<file path="src/hw/rtl/bbrs_pkg.sv">
// ----------------------------------------------------------------------------
// Box blur package
// Shared constants, register codes and types of the box blur block.
// ----------------------------------------------------------------------------
package bbrs_pkg;

    localparam int CH_W      = 16;
    localparam int NUM_CH    = 3;
    localparam int PIX_W     = CH_W * NUM_CH;
    localparam int DIM_W     = 11;
    localparam int RAD_W     = 4;
    localparam int CFG_IDX_W = 2;

    localparam int JOB_COL_W  = 12;
    localparam int JOB_SLOT_W = 6;
    localparam int JOB_CNT_W  = 6;

    localparam logic [CFG_IDX_W-1:0] REG_RADIUS = 2'd0;
    localparam logic [CFG_IDX_W-1:0] REG_WIDTH  = 2'd1;
    localparam logic [CFG_IDX_W-1:0] REG_HEIGHT = 2'd2;

    localparam logic CMD_PIXEL = 1'b0;
    localparam logic CMD_DRAIN = 1'b1;

    localparam logic [RAD_W-1:0] RADIUS_RST = 4'd2;
    localparam logic [DIM_W-1:0] WIDTH_RST  = 11'd1024;
    localparam logic [DIM_W-1:0] HEIGHT_RST = 11'd1024;

    typedef struct packed {
        logic [JOB_SLOT_W-1:0] slot;
        logic [JOB_SLOT_W-1:0] last_slot;
        logic [JOB_CNT_W-1:0]  nrows;
        logic [JOB_COL_W-1:0]  x0;
        logic [JOB_CNT_W-1:0]  ncols;
        logic                  frame_end;
    } job_t;

    typedef struct packed {
        logic [CH_W-1:0] red;
        logic [CH_W-1:0] green;
        logic [CH_W-1:0] blue;
        logic            frame_end;
    } result_t;

    typedef enum logic [6:0] {
        B_IDLE  = 7'b0000001,
        B_SETUP = 7'b0000010,
        B_READ  = 7'b0000100,
        B_LAST  = 7'b0001000,
        B_ROUND = 7'b0010000,
        B_DIV   = 7'b0100000,
        B_PUSH  = 7'b1000000
    } back_state_t;

endpackage

</file>
<file path="src/hw/rtl/bbrs_front.sv">
// ----------------------------------------------------------------------------
// Box blur front end
// Holds the configuration, stores pixels and issues one window job per result.
// ----------------------------------------------------------------------------
module bbrs_front import bbrs_pkg::*; #(
    parameter int MAX_WIDTH  = 1024,
    parameter int MAX_RADIUS = 8
) (
    input  logic                                       clk,
    input  logic                                       rst_n,
    input  logic                                       cfg_valid,
    input  logic [CFG_IDX_W-1:0]                       cfg_index,
    input  logic [DIM_W-1:0]                           cfg_data,
    input  logic                                       item_acc,
    input  logic                                       command,
    input  logic [CH_W-1:0]                            in_red,
    input  logic [CH_W-1:0]                            in_green,
    input  logic [CH_W-1:0]                            in_blue,
    output logic                                       wr_en,
    output logic [$clog2(2*MAX_RADIUS+1)+$clog2(MAX_WIDTH)-1:0] wr_addr,
    output logic [PIX_W-1:0]                           wr_data,
    output logic                                       job_push,
    output job_t                                       job
);

    localparam int CW    = $clog2(MAX_WIDTH);
    localparam int ROWS  = 2 * MAX_RADIUS + 1;
    localparam int SW    = $clog2(ROWS);
    localparam int RW    = $clog2(MAX_RADIUS + 1);
    localparam int ROW_W = DIM_W + 1;
    localparam int XW    = ((CW > DIM_W) ? CW : DIM_W) + 1;

    logic [RAD_W-1:0] radius_reg;
    logic [DIM_W-1:0] width_reg, height_reg;
    logic [CW-1:0]    in_col_reg, in_col_next, out_col_reg, out_col_next;
    logic [ROW_W-1:0] in_row_reg, in_row_next;
    logic [DIM_W-1:0] out_row_reg, out_row_next;
    logic [SW-1:0]    in_slot_reg, in_slot_next, out_slot_reg, out_slot_next;

    logic             cfg_hit;
    logic [DIM_W-1:0] w_eff, h_eff, lim;
    logic [RW-1:0]    rad_sat, r_eff;
    logic [SW-1:0]    last_slot;
    logic             pix_phase, ignore, step, emit, lag_done, in_col_last, out_col_last;
    logic             frame_end;
    logic [ROW_W-1:0] oy, ry, dy, y0, y1, yend;
    logic [XW-1:0]    ox, rx, dx, x0, x1, xend;
    logic [SW:0]      slot0;

    always_ff @(posedge clk or negedge rst_n)
    begin
        if (!rst_n)
        begin
            radius_reg <= RADIUS_RST;
            width_reg  <= WIDTH_RST;
            height_reg <= HEIGHT_RST;
        end
        else if (cfg_valid)
        begin
            unique case (cfg_index)
                REG_RADIUS: radius_reg <= cfg_data[RAD_W-1:0];
                REG_WIDTH:  width_reg  <= cfg_data;
                REG_HEIGHT: height_reg <= cfg_data;
                default:    ;
            endcase
        end
    end

    assign cfg_hit = cfg_valid &&
                     (cfg_index == REG_RADIUS || cfg_index == REG_WIDTH ||
                      cfg_index == REG_HEIGHT);

    always_comb
    begin
        if (width_reg == '0)
            w_eff = DIM_W'(1);
        else if (32'(width_reg) > MAX_WIDTH)
            w_eff = DIM_W'(MAX_WIDTH);
        else
            w_eff = width_reg;
        h_eff   = (height_reg == '0) ? DIM_W'(1) : height_reg;
        lim     = (w_eff >= DIM_W'(2)) ? ((w_eff - DIM_W'(2)) >> 1) : '0;
        rad_sat = (32'(radius_reg) > MAX_RADIUS) ? RW'(MAX_RADIUS) : RW'(radius_reg);
        r_eff   = (DIM_W'(rad_sat) > lim) ? RW'(lim) : rad_sat;
    end

    assign last_slot = SW'({r_eff, 1'b0});

    assign pix_phase = in_row_reg < ROW_W'(h_eff);
    assign ignore    = pix_phase && (command == CMD_DRAIN);
    assign step      = item_acc && !ignore;
    assign lag_done  = (in_row_reg > ROW_W'(r_eff)) ||
                       ((in_row_reg == ROW_W'(r_eff)) && (XW'(in_col_reg) >= XW'(r_eff)));
    assign emit      = step && lag_done;

    assign in_col_last  = XW'(in_col_reg) == (XW'(w_eff) - XW'(1));
    assign out_col_last = XW'(out_col_reg) == (XW'(w_eff) - XW'(1));
    assign frame_end    = out_col_last && (out_row_reg == (h_eff - DIM_W'(1)));

    always_comb
    begin
        oy    = ROW_W'(out_row_reg);
        ry    = ROW_W'(r_eff);
        dy    = (oy > ry) ? ry : oy;
        y0    = oy - dy;
        yend  = oy + ry;
        y1    = (yend < ROW_W'(h_eff)) ? yend : (ROW_W'(h_eff) - ROW_W'(1));
        ox    = XW'(out_col_reg);
        rx    = XW'(r_eff);
        dx    = (ox > rx) ? rx : ox;
        x0    = ox - dx;
        xend  = ox + rx;
        x1    = (xend < XW'(w_eff)) ? xend : (XW'(w_eff) - XW'(1));
        if ({1'b0, out_slot_reg} >= (SW+1)'(dy))
            slot0 = {1'b0, out_slot_reg} - (SW+1)'(dy);
        else
            slot0 = {1'b0, out_slot_reg} + {1'b0, last_slot} + (SW+1)'(1) - (SW+1)'(dy);
    end

    always_comb
    begin
        job.slot      = JOB_SLOT_W'(slot0);
        job.last_slot = JOB_SLOT_W'(last_slot);
        job.nrows     = JOB_CNT_W'(y1 - y0 + ROW_W'(1));
        job.x0        = JOB_COL_W'(x0);
        job.ncols     = JOB_CNT_W'(x1 - x0 + XW'(1));
        job.frame_end = frame_end;
    end

    always_comb
    begin
        in_col_next   = in_col_reg;
        in_row_next   = in_row_reg;
        in_slot_next  = in_slot_reg;
        out_col_next  = out_col_reg;
        out_row_next  = out_row_reg;
        out_slot_next = out_slot_reg;
        if (cfg_hit || (emit && frame_end))
        begin
            in_col_next   = '0;
            in_row_next   = '0;
            in_slot_next  = '0;
            out_col_next  = '0;
            out_row_next  = '0;
            out_slot_next = '0;
        end
        else if (step)
        begin
            if (in_col_last)
            begin
                in_col_next  = '0;
                in_row_next  = in_row_reg + ROW_W'(1);
                in_slot_next = (in_slot_reg == last_slot) ? '0 : in_slot_reg + SW'(1);
            end
            else
            begin
                in_col_next = in_col_reg + CW'(1);
            end
            if (emit)
            begin
                if (out_col_last)
                begin
                    out_col_next  = '0;
                    out_row_next  = out_row_reg + DIM_W'(1);
                    out_slot_next = (out_slot_reg == last_slot) ? '0 : out_slot_reg + SW'(1);
                end
                else
                begin
                    out_col_next = out_col_reg + CW'(1);
                end
            end
        end
    end

    always_ff @(posedge clk or negedge rst_n)
    begin
        if (!rst_n)
        begin
            in_col_reg   <= '0;
            in_row_reg   <= '0;
            in_slot_reg  <= '0;
            out_col_reg  <= '0;
            out_row_reg  <= '0;
            out_slot_reg <= '0;
        end
        else
        begin
            in_col_reg   <= in_col_next;
            in_row_reg   <= in_row_next;
            in_slot_reg  <= in_slot_next;
            out_col_reg  <= out_col_next;
            out_row_reg  <= out_row_next;
            out_slot_reg <= out_slot_next;
        end
    end

    assign wr_en    = item_acc && pix_phase && (command == CMD_PIXEL);
    assign wr_addr  = {in_slot_reg, in_col_reg};
    assign wr_data  = {in_red, in_green, in_blue};
    assign job_push = emit;

endmodule

</file>
<file path="config.mk">
export PLATFORM = sky130hd
export DESIGN_NAME = bbrs_front
export DESIGN_NICKNAME = d
export VERILOG_FILES = /design/src/hw/rtl/bbrs_pkg.sv /design/src/hw/rtl/bbrs_front.sv
export SDC_FILE = /design/constraint.sdc
export NUM_CORES = 1
export LEC_CHECK = 0
export ABC_AREA = 0
export BUFFER_PORTS_ARGS = -buffer_cell sky130_fd_sc_hd__buf_2
export CORE_MARGIN = 3
export CORE_UTILIZATION = 51
export CTS_BUF_LIST = sky130_fd_sc_hd__clkbuf_8
export DETAILED_ROUTE_END_ITERATION = 12
export PLACE_DENSITY = 0.77
export SLEW_MARGIN = 25
export SYNTH_ARGS = -nofsm -noshare
export SYNTH_HDL_FRONTEND = slang
export SYNTH_SLANG_ARGS = --single-unit
</file>
<file path="constraint.sdc">
create_clock -name clk -period 8.25 [get_ports clk]
set_clock_uncertainty 0.1 [all_clocks]
set_input_delay 0.4125 -clock clk [delete_from_list [all_inputs] [get_ports clk]]
set_output_delay 0.4125 -clock clk [all_outputs]
set_load 0.05 [all_outputs]
</file>
Word level (Yosys, flattened, before mapping):

Index checks and enable logic that the tools add are counted.
W data, S select, Z words.

* reductions and logical operators: 27
* bitwise operators: 1
* add/sub/neg operators: 22
* multiplexer cells: 34
* eq/ne operators: 8
* magnitude comparators: 12

Operators with widths (count)
* $mux W10: 9
* $mux W11: 7
* $mux W5: 9
* $mux W12: 3
* $eq A10 B12 Y1: 2
* $lt A12 B11 Y1: 2
* $mux W6: 4
* $sub A6 B6 Y6: 4
* $logic_not A11 Y1: 2
* $add A10 B1 Y10 const B: 2
* $add A6 B1 Y6 const B: 3
* $add A11 B4 Y12: 1
* $add A12 B1 Y12 const B: 1
* $eq A12 B4 Y1: 1
* $gt A12 B4 Y1: 1
* $sub A11 B1 Y12 const B: 1
* $add A10 B4 Y11: 1
* $add A11 B1 Y11 const B: 1
* $eq A11 B11 Y1: 1
* $ge A11 B2 Y1 const B: 1
* $gt A11 B11 Y1 const B: 1
* $gt A11 B4 Y1: 1
* $lt A11 B11 Y1: 1
* $sub A10 B10 Y11: 1
* other kinds (23): 44

* output and inout bits: 102
* logic and storage cells: 113
* input port bits: 66
* register bits: 79

Longest topological paths before layout:

* depth after elaboration: 15
* depth in mapped cells: 41
* mapped depth without buffers: 39

Worst setup path before layout:

No wires, ideal clock.

* path type: reg2out
* from: register width_reg[10]
* to: output job[6] (netlist name)
* path slack: -2305 ps
* cell stages (with the launch flop): 34
* required time: 7737 ps
* data arrival time: 10043 ps
* path buffers: 3
* cell sequence: dfstp_2 > clkbuf_1 > buf_2 > nor2b_1 > inv_1 > ha_1 > or3b_1 > a2111oi_4 > nand2b_1 > ha_1 > nand2_1 > o21ai_0 > o221ai_1 > a21o_1 > clkbuf_1 > o21ai_0 > ha_1 > or4b_2 > a21oi_1 > nor2_1 > a21oi_1 > ha_1 > fa_1 > nor2b_1 > o21ai_0 > nand2b_1 > xnor2_1 > inv_1 > ha_1 > ha_1 > a21oi_1 > xnor2_1 > xnor2_1 > xnor2_1

RTL lines
* start, declared: line bbrs_front.sv:34 `logic [DIM_W-1:0] width_reg, height_reg;`
* start signal, assigned: line bbrs_front.sv:62 `REG_WIDTH: width_reg <= cfg_data;`
* end, declared: line bbrs_front.sv:23 `output job_t job`

==> run_results.csv <==
group,metric,value,unit
die,start_util,0.5234,
cts,root_buffer,"clkbuf_8",
outcome,violations,"negative hold slack",
sta,fmax,121.3,MHz
global_routing,grt_pass1_vias,7800,
sta,fin_crit_sh,0.9992,
setup_path,path_delay_family,"compound AO/OA/AOI/OAI gates",
power,switching_share,0.5557,
setup_path,crit_arrival,7.73,ns
die,die_h,139.7,um
setup_path,crit_fanout,6,
setup_path,critPathRequiredTime,7.74,ns
yosys,synth.avg_cell_area,8.552,um^2
sta,rsz0062_at_grt,"yes",
global_routing,grt_max_degree,80,
power,p_per_area,337.6,nW/um^2
yosys,yosysWarnings,0,
global_routing,grt_overflow,0,
die,core_area,17420,um^2
die,fp.dieArea,19510,um^2
placement,io_buffers,69,
yosys,yosys.area.top_type_share,0.2086,
setup_path,startpoint,"width_reg[1]$_DFFE_PN0P_",
job,max-cap-violations,0,
drt,wl_per_cell,19.09,um
sta,slew_headroom,0.3353,
power,p_sw,1.929,mW
placement,dpl.hpwl,19.49,mm
outcome,outcome,"finished, violations left",
yosys,synth-edff-count,0,
yosys,synth_cell_types,81,
yosys,synth_area_leaders,"dfrtp_1, ha_1, xnor2_1, buf_4, inv_1",
cts,cts_sinks,79,
drt,drcViolationCount,0,
cts,cts_hold_buf,0,
finish,fin_area,10280,um^2
finish,seq_area,1982,um^2
cts,cts_buffer_depth,2,
yosys,synth-async-reset-ratio,1.000,
yosys,ys_ff_latch,79,
cts,insertion_delay,0.38,ns
finish,nets,1284,
finish,multi_input_area,6690,um^2
power,leakage,4.779,nW
finish,drive_gt1_frac,0.2322,
power,p_comb_frac,0.767,
die,io_pins,168,
global_routing,grt_antenna_before_repair,0,
setup_path,cp.depth,41,
power,power_frac_clock,0.095,
worst_hold_path,hold_path_class,"input port to async pin",
yosys,synth-main-ff-cell,"dfrtp_1",
drt,drt_first_pass_iters,5,
yosys,synth_area,9116,um^2
power,seq_power_share,0.138,
setup_path,worst_setup_path_end_kind,"primary output",
sta,hold_viol_final,26,
setup_path,crit_top_cell,"a21o_1",
cts,cts_buffers,9,
drt,finalWirelength,25.50,mm
finish,fillers,1566,
power,p_int,1.542,mW
drt,drt_iter0_markers,617,
setup_path,worstSetupStartpointType,"flip-flop",
power,power.total,3.471,mW
sta,timing.setup.tns,0,ns
cts,cts_tree,"built",
cts,path_clk_slew,0.09,ns
die,placementRows,48,
finish,diodes,0,
global_routing,grt_pass1_wl,40.72,mm
sta,maxSlewViolCount,0,
setup_path,worstRegToRegCells,28,
power,peakVddDrop,0.5391,mV
finish,area_delta_synth_final,12.79,%
sta,finalSetupViolations,0,
setup_path,r2r_end,"in_row_reg[0]$_DFFE_PN0P_",
yosys,synth_area_leader_cell,"dfrtp_1",
drt,num_vias,8111,
setup_path,timing.rr.start,"width_reg[1]$_DFFE_PN0P_",
setup_path,path_buf_inv,7,
yosys,synth_seq_area_share,0.2173,
finish,largest_register_ffs,12,
setup_path,worstSetupPathType,"flip-flop to primary output",
sta,holdWs,-0.03351,ns
die,fp.dieW,139.7,um
yosys,synth_cells,1066,
global_routing,grt_usage,0.2568,
placement,place_area,9669,um^2
drt,drtAntennaViolNets,0,
drt,viasPerCell,6.071,
cts,htreeDepth,3,
setup_path,crit_path_end,"job[6]",
setup_path,max_stage_delay,0.45,ns
placement,routabilityCongestion,0.9712,
setup_path,reg2reg_setup_slack,1.74,ns
setup_path,critical_path.slowest_cell,"dfrtp_2",
sta,worstMarginPinSlew,0.9971,ns
sta,period_minus_slack,8.243,ns
-- layer usage --
| layer | vias to the layer above | global-route usage | wire length [um] |
|---|---|---|---|
| li1 | 3815 | - | - |
| met1 | 3912 | 0.3310 | 10490 |
| met2 | 324 | 0.4472 | 12530 |
| met3 | 60 | 0.03643 | 1750 |
| met4 | 0 | 0.07751 | 737 |
| met5 | - | 0 | 0 |
-- through the flow --
stage / utilization / std cells / setup WS [ns]
2_1_floorplan: - / 1068 / -0.8827
3_3_place_gp: 0.5552 / 1296 / 0.09916
3_5_place_dp: 0.5552 / 1296 / -0.04063
4_1_cts: 0.5829 / 1329 / -0.1427
5_1_grt: 0.5904 / 1336 / -0.4306
6_report: 0.5904 / 1336 / 0.006936
-- layout make-up --
class | count | area share
Clock buffer | 9 | 0.01205
Timing Repair Buffer | 119 | 0.07630
Sequential cell | 79 | 0.1927
Tap cell | 225 | 0.02738
Inverter | 88 | 0.03212
Clock inverter | 7 | 0.008761
Multi-Input combinational cell | 809 | 0.6506
-- synthesized netlist by cell type, types with 4 or more instances --
cell type	count
ha_1	99
inv_1	88
dfrtp_1	76
nor2_1	73
xnor2_1	66
nand2_1	54
buf_4	52
o21ai_0	50
a21oi_1	46
a21o_1	34
xor2_1	34
nand3_1	33
mux2_2	28
clkbuf_1	27
nand4_1	25
nor3_1	20
nor2b_1	16
or3_1	16
and3_1	15
mux2i_1	14
fa_1	13
nand2b_1	13
a31oi_1	11
and2_1	11
nor4_1	10
a211oi_1	9
or4_1	8
buf_1	6
buf_2	6
o31ai_1	6
o211ai_1	5
o21bai_1	5
o22ai_1	5
or2_2	5
a211o_1	4
nor3b_1	4
nor4b_1	4
o21a_1	4
o2bb2ai_1	4
-- worst reg2reg max path, delay by kind of cell (launching register included) --
kind,cells,cell delay [ns]
AO/OA/AOI/OAI,10,2.54
AND/OR/NAND/NOR,8,1.47
buffers and inverters,7,1.17
adder cells (fa/ha/maj),3,0.69
flip-flops,1,0.45
-- worst min path at each step --
stage	from	to	slack (ns)
2_1_floorplan	rst_n	height_reg[0]$_DFFE_PN0P_	0.02
3_3_place_gp	radius_reg[2]$_DFFE_PN0P_	radius_reg[2]$_DFFE_PN0P_	0.39
3_5_place_dp	radius_reg[2]$_DFFE_PN0P_	radius_reg[2]$_DFFE_PN0P_	0.40
4_1_cts	rst_n	height_reg[4]$_DFFE_PN0P_	0.14
5_1_grt	rst_n	height_reg[6]$_DFFE_PN0P_	0.02
6_report	rst_n	height_reg[8]$_DFFE_PN0P_	-0.03
-- power groups by stage --
stage          Sequential [mW]  Combinational (mW)  Clock (mW)
2_1_floorplan            0.484                2.04           0
3_3_place_gp             0.483                2.44           0
3_5_place_dp             0.485                2.47           0
4_1_cts                  0.478                2.59       0.335
5_1_grt                  0.485                2.86       0.350
6_report                 0.480                2.66       0.330
-- what timing repair did --
item                       4_1_cts  5_1_grt
setup buffers                   17        8
gates resized for setup         35       18
setup endpoints to repair        6        8
pin swaps                       47       28
-- layout by cell type (no fill, tap or decap), types with 13 or more instances in the layout --
master	n
ha_1	86
inv_1	82
dfrtp_1	75
nor2_1	71
buf_2	62
xnor2_1	61
nand2_1	52
buf_4	46
o21ai_0	43
a21o_1	34
a21oi_1	34
xor2_1	33
nand3_1	32
mux2_2	28
nand4_1	25
nor3_1	19
or3_1	16
and3_1	15
nor2b_1	14
mux2i_1	13
-- logic make-up (layout without fill, tap and decap cells) --
| logic type | count (synthesis) | after routing | synth area share |
|---|---|---|---|
| compound gates | 219 | 219 | 0.1699 |
| xor+xnor | 103 | 103 | 0.1035 |
| fa+ha+maj | 112 | 112 | 0.1644 |
| buf+inv | 180 | 223 | 0.09717 |
| flops | 79 | 79 | 0.2173 |
| mux | 42 | 42 | 0.04996 |
| other cells | 2 | 4 | 0.0008238 |
| simple gates | 329 | 329 | 0.1970 |
No activity file was read; power rests on OpenSTA's default activity.
