<file path="config.mk">
export PLATFORM = sky130hd
export DESIGN_NAME = bbrs_back
export DESIGN_NICKNAME = d
export VERILOG_FILES = /design/src/hw/rtl/bbrs_pkg.sv /design/src/hw/rtl/bbrs_back.sv
export SDC_FILE = /design/constraint.sdc
export NUM_CORES = 1
export LEC_CHECK = 0
export BUFFER_PORTS_ARGS = -buffer_cell sky130_fd_sc_hd__buf_4
export CAP_MARGIN = 25
export CORE_ASPECT_RATIO = 1.1
export CORE_MARGIN = 4
export CORE_UTILIZATION = 36
export CTS_BUF_LIST = sky130_fd_sc_hd__clkbuf_4 sky130_fd_sc_hd__clkbuf_8 sky130_fd_sc_hd__clkbuf_16
export CTS_CLUSTER_SIZE = 20
export DETAILED_ROUTE_END_ITERATION = 10
export GPL_TIMING_DRIVEN = 0
export PLACE_DENSITY = 0.54
export SYNTH_ARGS = -nofsm -noshare
export SYNTH_HDL_FRONTEND = slang
export SYNTH_SLANG_ARGS = --single-unit
</file>
<file path="constraint.sdc">
create_clock -name clk -period 10.48 [get_ports clk]
set_clock_uncertainty 0.2 [all_clocks]
set_input_delay 1.048 -clock clk [delete_from_list [all_inputs] [get_ports clk]]
set_output_delay 1.048 -clock clk [all_outputs]
set_load 0.02 [all_outputs]
</file>
<file path="src/hw/rtl/bbrs_pkg.sv">
// ----------------------------------------------------------------------------
// Box blur package
// Shared constants, register codes and types of the box blur block.
// ----------------------------------------------------------------------------
package bbrs_pkg;

    localparam int CH_W      = 16;
    localparam int NUM_CH    = 3;
    localparam int PIX_W     = CH_W * NUM_CH;
    localparam int DIM_W     = 11;
    localparam int RAD_W     = 4;
    localparam int CFG_IDX_W = 2;

    localparam int JOB_COL_W  = 12;
    localparam int JOB_SLOT_W = 6;
    localparam int JOB_CNT_W  = 6;

    localparam logic [CFG_IDX_W-1:0] REG_RADIUS = 2'd0;
    localparam logic [CFG_IDX_W-1:0] REG_WIDTH  = 2'd1;
    localparam logic [CFG_IDX_W-1:0] REG_HEIGHT = 2'd2;

    localparam logic CMD_PIXEL = 1'b0;
    localparam logic CMD_DRAIN = 1'b1;

    localparam logic [RAD_W-1:0] RADIUS_RST = 4'd2;
    localparam logic [DIM_W-1:0] WIDTH_RST  = 11'd1024;
    localparam logic [DIM_W-1:0] HEIGHT_RST = 11'd1024;

    typedef struct packed {
        logic [JOB_SLOT_W-1:0] slot;
        logic [JOB_SLOT_W-1:0] last_slot;
        logic [JOB_CNT_W-1:0]  nrows;
        logic [JOB_COL_W-1:0]  x0;
        logic [JOB_CNT_W-1:0]  ncols;
        logic                  frame_end;
    } job_t;

    typedef struct packed {
        logic [CH_W-1:0] red;
        logic [CH_W-1:0] green;
        logic [CH_W-1:0] blue;
        logic            frame_end;
    } result_t;

    typedef enum logic [6:0] {
        B_IDLE  = 7'b0000001,
        B_SETUP = 7'b0000010,
        B_READ  = 7'b0000100,
        B_LAST  = 7'b0001000,
        B_ROUND = 7'b0010000,
        B_DIV   = 7'b0100000,
        B_PUSH  = 7'b1000000
    } back_state_t;

endpackage

</file>
<file path="src/hw/rtl/bbrs_back.sv">
// ----------------------------------------------------------------------------
// Box blur back end
// Walks one clipped window through the line store, sums it and divides by area.
// ----------------------------------------------------------------------------
module bbrs_back import bbrs_pkg::*; #(
    parameter int MAX_WIDTH  = 1024,
    parameter int MAX_RADIUS = 8
) (
    input  logic                                       clk,
    input  logic                                       rst_n,
    input  logic                                       job_valid,
    input  job_t                                       job,
    output logic                                       job_pop,
    output logic                                       busy,
    output logic                                       rd_en,
    output logic [$clog2(2*MAX_RADIUS+1)+$clog2(MAX_WIDTH)-1:0] rd_addr,
    input  logic [PIX_W-1:0]                           rd_data,
    output logic                                       res_valid,
    input  logic                                       res_ready,
    output result_t                                    res
);

    localparam int CW   = $clog2(MAX_WIDTH);
    localparam int ROWS = 2 * MAX_RADIUS + 1;
    localparam int SW   = $clog2(ROWS);
    localparam int CNTW = $clog2(ROWS + 1);
    localparam int AW   = 2 * CNTW;
    localparam int SUMW = CH_W + AW + 1;
    localparam int DCW  = $clog2(SUMW + 1);

    back_state_t      state_reg, state_next;
    logic [CW-1:0]    col_reg, col_next, x0_reg, x0_next;
    logic [SW-1:0]    slot_reg, slot_next, last_slot_reg, last_slot_next;
    logic [CNTW-1:0]  rcnt_reg, rcnt_next, ccnt_reg, ccnt_next;
    logic [CNTW-1:0]  nrows_reg, nrows_next, ncols_reg, ncols_next;
    logic             fe_reg, fe_next, rd_vld_reg, rd_vld_next;
    logic [AW-1:0]    area_reg, area_next;
    logic [DCW-1:0]   cnt_reg, cnt_next;
    logic [SUMW-1:0]  acc_reg [NUM_CH];
    logic [SUMW-1:0]  acc_next [NUM_CH];
    logic [AW-1:0]    rem_reg [NUM_CH];
    logic [AW-1:0]    rem_next [NUM_CH];
    logic [AW:0]      rem_sh [NUM_CH];
    logic [SUMW-1:0]  acc_add [NUM_CH];

    always_comb
    begin
        for (int c = 0; c < NUM_CH; c++)
        begin
            acc_add[c] = acc_reg[c] + SUMW'(rd_data[(NUM_CH-1-c)*CH_W +: CH_W]);
            rem_sh[c]  = {rem_reg[c], acc_reg[c][SUMW-1]};
        end
    end

    always_comb
    begin
        state_next     = state_reg;
        col_next       = col_reg;
        x0_next        = x0_reg;
        slot_next      = slot_reg;
        last_slot_next = last_slot_reg;
        rcnt_next      = rcnt_reg;
        ccnt_next      = ccnt_reg;
        nrows_next     = nrows_reg;
        ncols_next     = ncols_reg;
        fe_next        = fe_reg;
        area_next      = area_reg;
        cnt_next       = cnt_reg;
        rd_vld_next    = (state_reg == B_READ);
        job_pop        = 1'b0;
        rd_en          = 1'b0;
        res_valid      = 1'b0;
        for (int c = 0; c < NUM_CH; c++)
        begin
            acc_next[c] = acc_reg[c];
            rem_next[c] = rem_reg[c];
        end
        unique case (state_reg)
            B_IDLE:
            begin
                if (job_valid)
                begin
                    job_pop        = 1'b1;
                    col_next       = CW'(job.x0);
                    x0_next        = CW'(job.x0);
                    slot_next      = SW'(job.slot);
                    last_slot_next = SW'(job.last_slot);
                    nrows_next     = CNTW'(job.nrows);
                    ncols_next     = CNTW'(job.ncols);
                    rcnt_next      = CNTW'(job.nrows) - CNTW'(1);
                    ccnt_next      = CNTW'(job.ncols) - CNTW'(1);
                    fe_next        = job.frame_end;
                    for (int c = 0; c < NUM_CH; c++)
                    begin
                        acc_next[c] = '0;
                    end
                    state_next = B_SETUP;
                end
            end
            B_SETUP:
            begin
                area_next  = nrows_reg * ncols_reg;
                state_next = B_READ;
            end
            B_READ:
            begin
                rd_en = 1'b1;
                if (rd_vld_reg)
                begin
                    for (int c = 0; c < NUM_CH; c++)
                    begin
                        acc_next[c] = acc_add[c];
                    end
                end
                if (ccnt_reg == '0)
                begin
                    if (rcnt_reg == '0)
                    begin
                        state_next = B_LAST;
                    end
                    else
                    begin
                        col_next  = x0_reg;
                        ccnt_next = ncols_reg - CNTW'(1);
                        rcnt_next = rcnt_reg - CNTW'(1);
                        slot_next = (slot_reg == last_slot_reg) ? '0 : slot_reg + SW'(1);
                    end
                end
                else
                begin
                    col_next  = col_reg + CW'(1);
                    ccnt_next = ccnt_reg - CNTW'(1);
                end
            end
            B_LAST:
            begin
                for (int c = 0; c < NUM_CH; c++)
                begin
                    acc_next[c] = acc_add[c];
                end
                state_next = B_ROUND;
            end
            B_ROUND:
            begin
                for (int c = 0; c < NUM_CH; c++)
                begin
                    acc_next[c] = acc_reg[c] + SUMW'(area_reg >> 1);
                    rem_next[c] = '0;
                end
                cnt_next   = '0;
                state_next = B_DIV;
            end
            B_DIV:
            begin
                for (int c = 0; c < NUM_CH; c++)
                begin
                    if (rem_sh[c] >= {1'b0, area_reg})
                    begin
                        rem_next[c] = AW'(rem_sh[c] - {1'b0, area_reg});
                        acc_next[c] = {acc_reg[c][SUMW-2:0], 1'b1};
                    end
                    else
                    begin
                        rem_next[c] = AW'(rem_sh[c]);
                        acc_next[c] = {acc_reg[c][SUMW-2:0], 1'b0};
                    end
                end
                cnt_next = cnt_reg + DCW'(1);
                if (cnt_reg == DCW'(SUMW - 1))
                begin
                    state_next = B_PUSH;
                end
            end
            B_PUSH:
            begin
                res_valid = 1'b1;
                if (res_ready)
                begin
                    state_next = B_IDLE;
                end
            end
            default:
            begin
                state_next = B_IDLE;
            end
        endcase
    end

    always_ff @(posedge clk or negedge rst_n)
    begin
        if (!rst_n)
        begin
            state_reg  <= B_IDLE;
            rd_vld_reg <= 1'b0;
        end
        else
        begin
            state_reg  <= state_next;
            rd_vld_reg <= rd_vld_next;
        end
    end

    always_ff @(posedge clk)
    begin
        col_reg       <= col_next;
        x0_reg        <= x0_next;
        slot_reg      <= slot_next;
        last_slot_reg <= last_slot_next;
        rcnt_reg      <= rcnt_next;
        ccnt_reg      <= ccnt_next;
        nrows_reg     <= nrows_next;
        ncols_reg     <= ncols_next;
        fe_reg        <= fe_next;
        area_reg      <= area_next;
        cnt_reg       <= cnt_next;
        for (int c = 0; c < NUM_CH; c++)
        begin
            acc_reg[c] <= acc_next[c];
            rem_reg[c] <= rem_next[c];
        end
    end

    assign busy          = (state_reg != B_IDLE);
    assign rd_addr       = {slot_reg, col_reg};
    assign res.red       = acc_reg[0][CH_W-1:0];
    assign res.green     = acc_reg[1][CH_W-1:0];
    assign res.blue      = acc_reg[2][CH_W-1:0];
    assign res.frame_end = fe_reg;

endmodule

</file>
# Word level (Yosys, flattened, before mapping)
# Memory sizes are Yosys's and may differ from the RTL's.
# Index checks and enable logic that the tools add are counted.
[op_classes] n_div=0 muxes=38 shift=0 bitwise_logic=0 n_lt_le_gt_ge=3 n_reduce_logical=8 n_addsub=17 multipliers=1 eq_ne=17
[op_table] op="$pmux W81 S5" n=1
[op_table] op="$mux W81" n=2
[op_table] op="$add A27 B16 Y27" n=3
[op_table] op="$add A27 B9 Y27" n=3
[op_table] op="$mux W10" n=6
[op_table] op="$pmux W30 S2" n=1
[op_table] op="$mux W5" n=10
[op_table] op="$pmux W7 S7" n=1
[op_table] op="$pmux W5 S2" n=4
[op_table] op="$mux W7" n=5
[op_table] op="$ge A11 B10 Y1" n=3
[op_table] op="$sub A10 B10 Y10" n=3
[op_table] op="$sub A5 B1 Y5 const B" n=5
[op_table] op="$pmux W10 S2" n=1
[op_table] op="$add A10 B1 Y10 const B" n=1
[op_table] op="$add A5 B1 Y5 const B" n=2
[op_table] op="$logic_not A5 Y1" n=2
[op_table] op="$mul A5 B5 Y10" n=1
[op_table] op="$ne A2 B2 Y1 const B" n=4
[op_table] op="$eq A7 B1 Y1 const B" n=1
[op_table] op="$eq A7 B2 Y1 const B" n=1
[op_table] op="$eq A7 B3 Y1 const B" n=1
[op_table] op="$eq A7 B4 Y1 const B" n=1
[op_table] op="$eq A7 B5 Y1 const B" n=1
[op_table] op="other kinds (13)" n=21
[word_totals] inputBits=89 n_memories=2 latchBits=0 reg_bits=74 output_inout_bits=68 ramBits=111 romBits=0
[memory_table] name="acc_reg" depth=3 width=27 read_ports=3 rd_ports_with_merged_regs=0 wr=3 line="bbrs_back.sv:39" rtl="logic [SUMW-1:0] acc_reg [NUM_CH];"
[memory_table] name="rem_reg" depth=3 width=10 read_ports=3 rd_ports_with_merged_regs=0 wr=3 line="bbrs_back.sv:41" rtl="logic [AW-1:0] rem_reg [NUM_CH];"

# Depth between registers and ports, before layout
# Gate-level depths: netlist of the first run.
[logic_depth] ltp_word=5 depth_mapped=15 mapped_depth_nobuf=14

# Least setup slack after synthesis of the first run
# No wires, ideal clock.
[synth_timing] path_kind="register to register" start="register state_reg[5] (netlist name)" end="memory acc_reg[0][0] (netlist name), enable pin" arrival_time_ns=3.504 path_stages_with_launch=7 required_time_ns=9.835 path_slack_ns=6.330 n_path_buf=0 path_cell_list="dfrtp_1 -> nor2_1 -> or4b_1 -> nor3b_1 -> inv_1 -> a31oi_1 -> o21a_1"
[synth_rtl] element="end, declared" line="bbrs_back.sv:39"

==> results of run 1 <==
-- per-stage QoR --
step / hold slack, ps / power [mW] / std cells / cell area [µm²]
2_1_floorplan: 344.1 / 3.251 / 1451 / 13860
3_3_place_gp: 373.5 / 3.968 / 2101 / 15610
3_5_place_dp: 383.5 / 3.998 / 2103 / 15680
4_1_cts: 174.7 / 4.696 / 2135 / 16270
5_1_grt: 178.4 / 5.028 / 2135 / 16270
6_report: 196.5 / 4.661 / 2135 / 16270
-- path summary, 6_finish.rpt --
kind,startpoint,end
max,state_reg[5],acc_reg[0][66]
min,rst_n,state_reg[5]
max reg2reg,state_reg[5],acc_reg[0][66]
min reg2reg,rem_reg[0][26],rem_reg[0][27]
max in group asynchronous,rst_n,state_reg[0]
min in group clk,rem_reg[0][26],rem_reg[0][27]
-- cells by family (layout without fill, tap and decap cells) --
kind of cell / after synthesis / after routing
AOI/OAI and AO/OA: 353 / 353
buffers and inverters: 150 / 334
and+or+nand+nor: 504 / 504
adders and majority gates: 124 / 124
DFF: 185 / 185
muxes: 26 / 26
xor gates and xnor gates: 109 / 109
-- synth_stat cells (23+ instances only) --
| cell type | instances | area share, % |
|---|---|---|
| buf_4 | 51 | 2.8 |
| inv_1 | 52 | 1.4 |
| nor2_1 | 89 | 2.4 |
| o21ai_0 | 103 | 3.7 |
| edfxtp_1 | 177 | 38 |
| a21oi_1 | 96 | 3.5 |
| xnor2_1 | 69 | 4.4 |
| clkbuf_1 | 35 | 0.95 |
| ha_1 | 109 | 9.8 |
| and2_1 | 43 | 1.9 |
| nand2_1 | 203 | 5.5 |
| mux2i_1 | 23 | 1.7 |
| xor2_1 | 40 | 2.5 |
| nand3_1 | 51 | 1.8 |
-- power groups by stage --
stage	logic, mW	registers, mW	clock network [mW]
floorplan	1.81	1.44	0
global placement	2.44	1.53	0
detailed placement	2.50	1.49	0
CTS	2.52	1.48	0.695
global route	2.79	1.52	0.723
finish	2.51	1.48	0.679
-- routing by layer --
layer / part of all wire, % / vias to the layer above / GRT usage (%) / wire length, µm
met5: 0 / - / 0 / 0
met4: 1.7 / 0 / 4.840 / 642
met3: 5.3 / 41 / 3.583 / 2047
met2: 49 / 287 / 32.50 / 18820
met1: 45 / 5428 / 23.51 / 17280
li1: - / 5555 / - / -
-- worst register-to-register path, stage by stage (launching register included) --
cell      delay (ps)
dfrtp_1          430
nor4_4           390
nand3_1          300
clkbuf_1         450
nand2_1          250
nand2_1           80
ha_1             220
fa_1             420
a21o_1           180
a21oi_1          350
o21bai_1         220
a31o_2           290
a31oi_1          200
xor2_1           150
o21ai_0          100
-- area by class of cell --
type                    instances  area [µm²]  area share [%]
plain buffers                  97       560.5           3.445
clock buffers                  18       439.2           2.699
clock inverters                14       155.1          0.9535
inverters                      53       198.9           1.223
multi-input cells            1116        7595           46.67
flip-flops and latches        185        5517           33.90
well taps                     500       625.6           3.845
repair buffers                152        1181           7.259
==> results.cfg, run 1 <==
[sta]
fin_setup_tns_ps = 0
fmax_mhz = 220.7
finalCritPeriodShare_pct = 43.24
timing.slew.headroom_pct = 39.63
worst_pin_slew_ps = 902.4
final.setup.worst_slack_ps = 5948
hold_violations = 0
slew_viol_final = 0
rsz0062_at_grt = false
fin_crit_ps = 4532
setup_violations = 0

[setup_path]
reg2reg_depth = 14
cp.arrival_ps = 4500
path_delay_family = compound AO/OA/AOI/OAI gates
path_cells = nor4_4, nand3_1, clkbuf_1, nand2_1, nand2_1, ha_1, fa_1, a21o_1, a21oi_1, o21bai_1, a31o_2, a31oi_1, xor2_1, o21ai_0
ff2ff_setup_slack_ps = 5950
cp_slowest_cell = clkbuf_1
cpMostUsedCell = nand2_1
cp_num_buf_inv = 1
cp-start-kind = register
path_class = register to register
critPathMaxFanout = 10
path_depth = 14
cp-end-kind = register
required_ps = 10450
worst_path_largest_cell_delay_ps = 450

[yosys]
async_flop_share_pct = 4.324
syn_nets = 1664
synth_simple_gate_area_share_pct = 17.34
synth_seq_cells = 185
synth_flop_cell = edfxtp_1
netlist_area_mm2 = 0.01386
muxShareOfSynthArea_pct = 1.905
synthCells = 1451
synth.avg_cell_area_um2 = 9.553
synth_compound_area_share_pct = 16.58
synth_top_family_by_area = simple AND/OR/NAND/NOR gates
synth_fa_ha_area_share_pct = 12.01
synth_cell_type_count = 83
synth_edf_count = 177
ys_seq_area_share_pct = 39.80
synth-xor-area-share_pct = 6.888
yosysWarningCount = 0

[layout]
drive_gt1_share_pct = 16.76
area_growth_pct = 17.40
utilization_pct = 42.71
fillCellCount = 3818
layout.nets = 1835
final_common_cell = nand2_1
num_antenna_cells = 0
largest_reg_flops = 81
final_cell_mix = nand2_1 (202), buf_4 (201), edfxtp_1 (177), ha_1 (109), o21ai_0 (103)

[detailed_routing]
viasPerCell = 5.298
dr_total_vias = 11311
drt_iter0_drc = 639
firstDrtPassIters = 7
drt_wl_total_um = 38800
drc = 0
antenna_left = 0
drt-wirelength-per-cell_um = 18.17

[grt]
grt_pass1_wl_um = 61640
grt.total_usage_pct = 18.48
gr-total-overflow = 0
grt_pass1_vias = 11468
grt_max_degree = 50
antenna_found_initial = 0

[pwr]
p_seq_share_pct = 31.7
power.share.combinational_pct = 53.8
p_sw_mw = 2.026
powerDensity_mw_per_mm2 = 286.5
p_clk_share_pct = 14.6
leakage_nw = 6.574
ir_drop_mv = 0.1782
p_int_mw = 2.635
switching_share_pct = 43.47

[placed_design]
dp_hpwl_um = 29390
post-place-ws_ps = 6017
portBuffers = 150
gp_congestion = 0.8758

[flow_run]
maxCapViolCount = 0

[floorplan]
core-area_mm2 = 0.03810
rows = 75
die_area_mm2 = 0.04171
die-width_um = 195.1
pin_count = 157
start_util_pct = 36.38
chipHeight_um = 213.8

[clock_network]
path_clk_slew_ps = 80
tritoncts = yes
cts_made_buffers = 17
root_buffer = clkbuf_16
ctsHoldBuffers = 0
cts-resized-gates = 0
htree_levels = 4
clock_latency_ps = 460
max-clock-path-buffers = 2
cts_setup_buffers = 0
numClockSinks = 185

[min_path]
worstHoldPathType = input port to asynchronous set/reset pin

[run_status]
status = complete, no violations
Note: power is estimated with default switching activity, not from simulation.
==> inputs of run 2 (changes only) <==
- PLACE_DENSITY: 0.54 -> 0.55
- clock period: 10.48 -> 4.05 ns (I/O delays scaled with it)
==> run 2 against run 1 <==
- total power rose to 2.6 times the previous value
- die area did not move
- clock power rose to 2.5 times the previous value
- sequential share of layout area fell by 0.79 points
- sequential power rose to 2.6 times the previous value
- via count rose by 1.3%
- first-iteration DRC count fell by 22%
- global-route usage fell by 0.12 points
- critical path depth fell by 1
- register-to-register slack got worse by 5800 ps
- final cell count rose by 1.4%
- non-clock buffer count rose by 30
- critical path type unchanged
- critical endpoint is now acc_reg[0][14]
==> results.cfg, run 2 (synthesis gave the netlist of run 1 again) <==
[pwr]
ir_drop_mv = 0.5469
finalPower_mw = 12.13
powerDensity_mw_per_mm2 = 728.0
switching_share_pct = 43.65
power.share.combinational_pct = 54.5
leakage_nw = 6.736
p_sw_mw = 5.294
p_seq_share_pct = 31.5
p_int_mw = 6.836
p_clk_share_pct = 14.1

[grt]
gr-total-overflow = 0
grt_pass1_vias = 11310
grt_pass1_wl_um = 61220
antenna_found_initial = 0
grt.total_usage_pct = 18.35
grt_max_degree = 61

[clock_network]
clock_latency_ps = 460
root_buffer = clkbuf_16
htree_levels = 4
tritoncts = yes
cts_made_buffers = 17
path_clk_slew_ps = 80
numClockSinks = 185
max-clock-path-buffers = 2

[layout]
num_antenna_cells = 0
finalNonFillerCells = 2165
drive_gt1_share_pct = 18.08
final_cell_mix = buf_4 (207), nand2_1 (200), edfxtp_1 (177), ha_1 (108), o21ai_0 (101)
final_common_cell = buf_4
area_growth_pct = 20.20
layout.nets = 1865
largest_reg_flops = 81

[floorplan]
chipHeight_um = 213.8
rows = 75
die-width_um = 195.1
pin_count = 157
die_area_mm2 = 0.04171
start_util_pct = 36.38
core-area_mm2 = 0.03810

[detailed_routing]
drt_iter0_drc = 500
drt-wirelength-per-cell_um = 17.89
dr_total_vias = 11461
drt_wl_total_um = 38720
drc = 0
antenna_left = 0
viasPerCell = 5.294
firstDrtPassIters = 5

[setup_path]
endpoint = acc_reg[0][14]
cp-start-kind = register
reg2reg_depth = 13
path_class = register to register
ff2ff_setup_slack_ps = 130
required_ps = 4060
cp-end-kind = register
reg2reg_from = state_reg[6]
r2r-end = acc_reg[0][14]
critPathMaxFanout = 10
cp.arrival_ps = 3930
crit_start = state_reg[6]

[sta]
fin_setup_tns_ps = 0
worst_pin_slew_ps = 920.8
rsz0062_at_grt = true
finalCritPeriodShare_pct = 96.83
hold_violations = 0
fmax_mhz = 255.0
slew_viol_final = 0
setup_violations = 0
timing.slew.headroom_pct = 38.40
fin_crit_ps = 3922

[placed_design]
dp_hpwl_um = 29120
portBuffers = 150
dp_cells = 2103
gp_congestion = 0.8624

[flow_run]
maxCapViolCount = 0

[run_status]
status = complete, no violations

[min_path]
worstHoldPathType = input port to register
[run 2: metal layers]
| metal | share of wire, % | global-route usage (%) | up-vias |
|---|---|---|---|
| met5 | 0 | 0 | - |
| met4 | 1.8 | 4.719 | 0 |
| met3 | 5.1 | 3.787 | 36 |
| met2 | 48 | 31.66 | 295 |
| met1 | 45 | 23.77 | 5510 |
| li1 | - | - | 5620 |
[run 2: power groups by stage]
stage	Combinational, mW	Clock [mW]	Sequential (mW)
3_5_place_dp	6.48	0	3.85
6_report	6.61	1.71	3.82
3_3_place_gp	6.32	0	3.89
5_1_grt	7.33	1.82	3.92
4_1_cts	6.57	1.74	3.81
2_1_floorplan	4.68	0	3.70
[run 2: repair_timing]
action                                  4_1_cts  5_1_grt
setup buffers                                 1        4
endpoints found under the setup margin       47       40
hold buffers                                 28        0
gates resized for setup                       8       31
pin swaps                                     1        5
endpoints found under the hold margin        35        0
[run 2: area by class of cell]
class                           count  area [µm²]
Sequential cell                   185        5517
Inverter                           53       198.9
Fill cell                        3787       21440
Buffer                             94       576.8
Clock inverter                     13       120.1
Clock buffer                       19       446.7
Tap cell                          500       625.6
Timing Repair Buffer              185        1499
Multi-Input combinational cell   1116        7677
[run 2: stage by stage]
stage	hold slack (ps)	setup WS [ps]	utilization [%]	cell area, µm²
after detailed placement	31.80	-421.4	41.15	15680
after global placement	31.91	-422.6	40.98	15610
final	25.77	128.3	43.73	16660
after floorplan	-90.59	473.8	-	13860
after CTS	1.813	0.7696	43.45	16560
after global routing	8.853	-64.05	43.73	16660
[run 2: how the worst min path moves through the flow]
stage                        from           end  slack (ps)  cells past startpoint
after floorplan             rst_n    rd_vld_reg         -90                      0
after global placement      rst_n  state_reg[6]          30                      1
after detailed placement    rst_n  state_reg[1]          30                      1
after CTS                 job[31]   slot_reg[0]           2                      3
after global routing      job[31]   slot_reg[0]           9                      3
final                     job[31]   slot_reg[0]          30                      3
[run 2: critical path, cell delays in order, from the launching register on]
cell and delay [ps]:
dfrtp_1 430, nor4_4 440, nand3_4 200, buf_4 250, nand2_1 80, nand2_1 50, ha_1 340, nor2b_1 160
o31a_1 270, o41a_1 370, a31o_1 280, a21oi_2 160, nor4_1 60, or3_1 380
==> inputs of run 3 (changes only) <==
- CTS_BUF_LIST: sky130_fd_sc_hd__clkbuf_4 sky130_fd_sc_hd__clkbuf_8 sky130_fd_sc_hd__clkbuf_16 -> unset
==> run 3 against run 2 <==
- first-iteration DRC count grew 5.4%
- count of clock-buffer cells in the layout is the same
- clock power is essentially flat
- largest power group unchanged
- global-route usage is essentially flat
- worst hold slack gained 0.58 ps
- sequential power is essentially flat
- critical path depth is the same
- die area is the same
- final cell count is the same
- total power shrank 0.12%
==> results.cfg, run 3 (synthesis gave the netlist of run 1 again) <==
[setup_path]
cp-start-kind = register
cp-end-kind = register
critPathMaxFanout = 10
path_class = register to register
required_ps = 4050
cp.arrival_ps = 3930

[detailed_routing]
drt_iter0_drc = 527
drc = 0
firstDrtPassIters = 7
viasPerCell = 5.294
drt_wl_total_um = 38680
dr_total_vias = 11462
drt-wirelength-per-cell_um = 17.86
antenna_left = 0

[floorplan]
chipHeight_um = 213.8
start_util_pct = 36.38
core-area_mm2 = 0.03810
rows = 75
die_area_mm2 = 0.04171
die-width_um = 195.1
pin_count = 157

[layout]
layout.nets = 1865
area_growth_pct = 20.17
drive_gt1_share_pct = 18.02
finalNonFillerCells = 2165
num_antenna_cells = 0
largest_reg_flops = 81
final_common_cell = buf_4
final_cell_mix = buf_4 (207), nand2_1 (200), edfxtp_1 (177), ha_1 (108), o21ai_0 (101)

[sta]
slew_viol_final = 0
fin_crit_ps = 3925
fmax_mhz = 254.7
setup_violations = 0
timing.slew.headroom_pct = 38.44
hold_violations = 0
finalCritPeriodShare_pct = 96.93
rsz0062_at_grt = true
worst_pin_slew_ps = 920.1

[placed_design]
gp_congestion = 0.8624
portBuffers = 150
dp_hpwl_um = 29120
dp_cells = 2103

[clock_network]
clock_latency_ps = 460
numClockSinks = 185
cts_made_buffers = 17
htree_levels = 4
path_clk_slew_ps = 80
root_buffer = clkbuf_16
tritoncts = yes
max-clock-path-buffers = 2

[grt]
grt.total_usage_pct = 18.35
grt_pass1_wl_um = 61200
grt_max_degree = 61
gr-total-overflow = 0
antenna_found_initial = 0
grt_pass1_vias = 11319

[pwr]
leakage_nw = 6.733
powerDensity_mw_per_mm2 = 727.3
ir_drop_mv = 0.5450
finalPower_mw = 12.12

[min_path]
worstHoldPathType = input port to register

[run_status]
status = complete, no violations

[flow_run]
maxCapViolCount = 0
## run 3: changes by cell type in the layout (fill, tap and decap cells not counted)
cell,change
clkbuf_1,+1
clkbuf_4,-1
## run 3: path summary, 6_finish.rpt
check | slack, ps | endpoint | cells after the start | from
min in group asynchronous | 130 | state_reg[5] | 2 | rst_n
max reg2reg | 120 | acc_reg[0][14] | 13 | state_reg[6]
max in group asynchronous | 3310 | state_reg[0] | 2 | rst_n
max | 120 | acc_reg[0][14] | 13 | state_reg[6]
min | 30 | slot_reg[0] | 3 | job[31]
min reg2reg | 400 | rem_reg[0][27] | 2 | rem_reg[0][26]
## run 3: critical path: stages, from the launching register on
cell and delay (ps):
dfrtp_1 430, nor4_4 430, nand3_4 200, buf_4 250
nand2_1 90, nand2_1 60, ha_1 340, nor2b_1 160
o31a_1 270, o41a_1 370, a31o_1 280, a21oi_2 160
nor4_1 60, or3_1 380
## run 3: area by class of cell
type / count / area [µm²]
Sequential cell: 185 / 5517
Multi-Input combinational cell: 1116 / 7677
Timing Repair Buffer: 185 / 1499
Tap cell: 500 / 625.6
Buffer: 94 / 576.8
Clock buffer: 19 / 442.9
Inverter: 53 / 198.9
Clock inverter: 13 / 120.1
Fill cell: 3789 / 21440
## run 3: per-layer routing
| layer | wire length, µm | share of wire, % | track usage [%] |
|---|---|---|---|
| met3 | 2053 | 5.3 | 3.787 |
| met5 | 0 | 0 | 0 |
| met4 | 694 | 1.8 | 4.719 |
| met1 | 17440 | 45 | 23.74 |
| met2 | 18490 | 48 | 31.68 |
## run 3: stage by stage
step | utilization [%] | setup TNS (ps) | cell area, µm² | hold WS [ps] | worst slack [ps]
4_1_cts | 43.45 | 0 | 16550 | 1.813 | 0.7696
2_1_floorplan | - | 0 | 13860 | -90.59 | 473.8
3_5_place_dp | 41.15 | -8953 | 15680 | 31.80 | -421.4
3_3_place_gp | 40.98 | -25900 | 15610 | 31.91 | -422.6
5_1_grt | 43.72 | -110.2 | 16660 | 8.853 | -64.05
6_report | 43.72 | 0 | 16660 | 26.36 | 124.5
## run 3: where the power goes
part	switching, mW	total (mW)	internal (mW)
clock	0.861	1.70	0.835
combinational	3.76	6.60	2.84
sequential	0.667	3.82	3.15
## run 3: repair_timing
item / CTS / global route
endpoints found under the setup margin: 47 / 40
setup buffers: 1 / 4
gates resized for setup: 8 / 31
pin swaps: 1 / 5
hold buffers: 28 / 0
hold endpoints to repair: 35 / 0
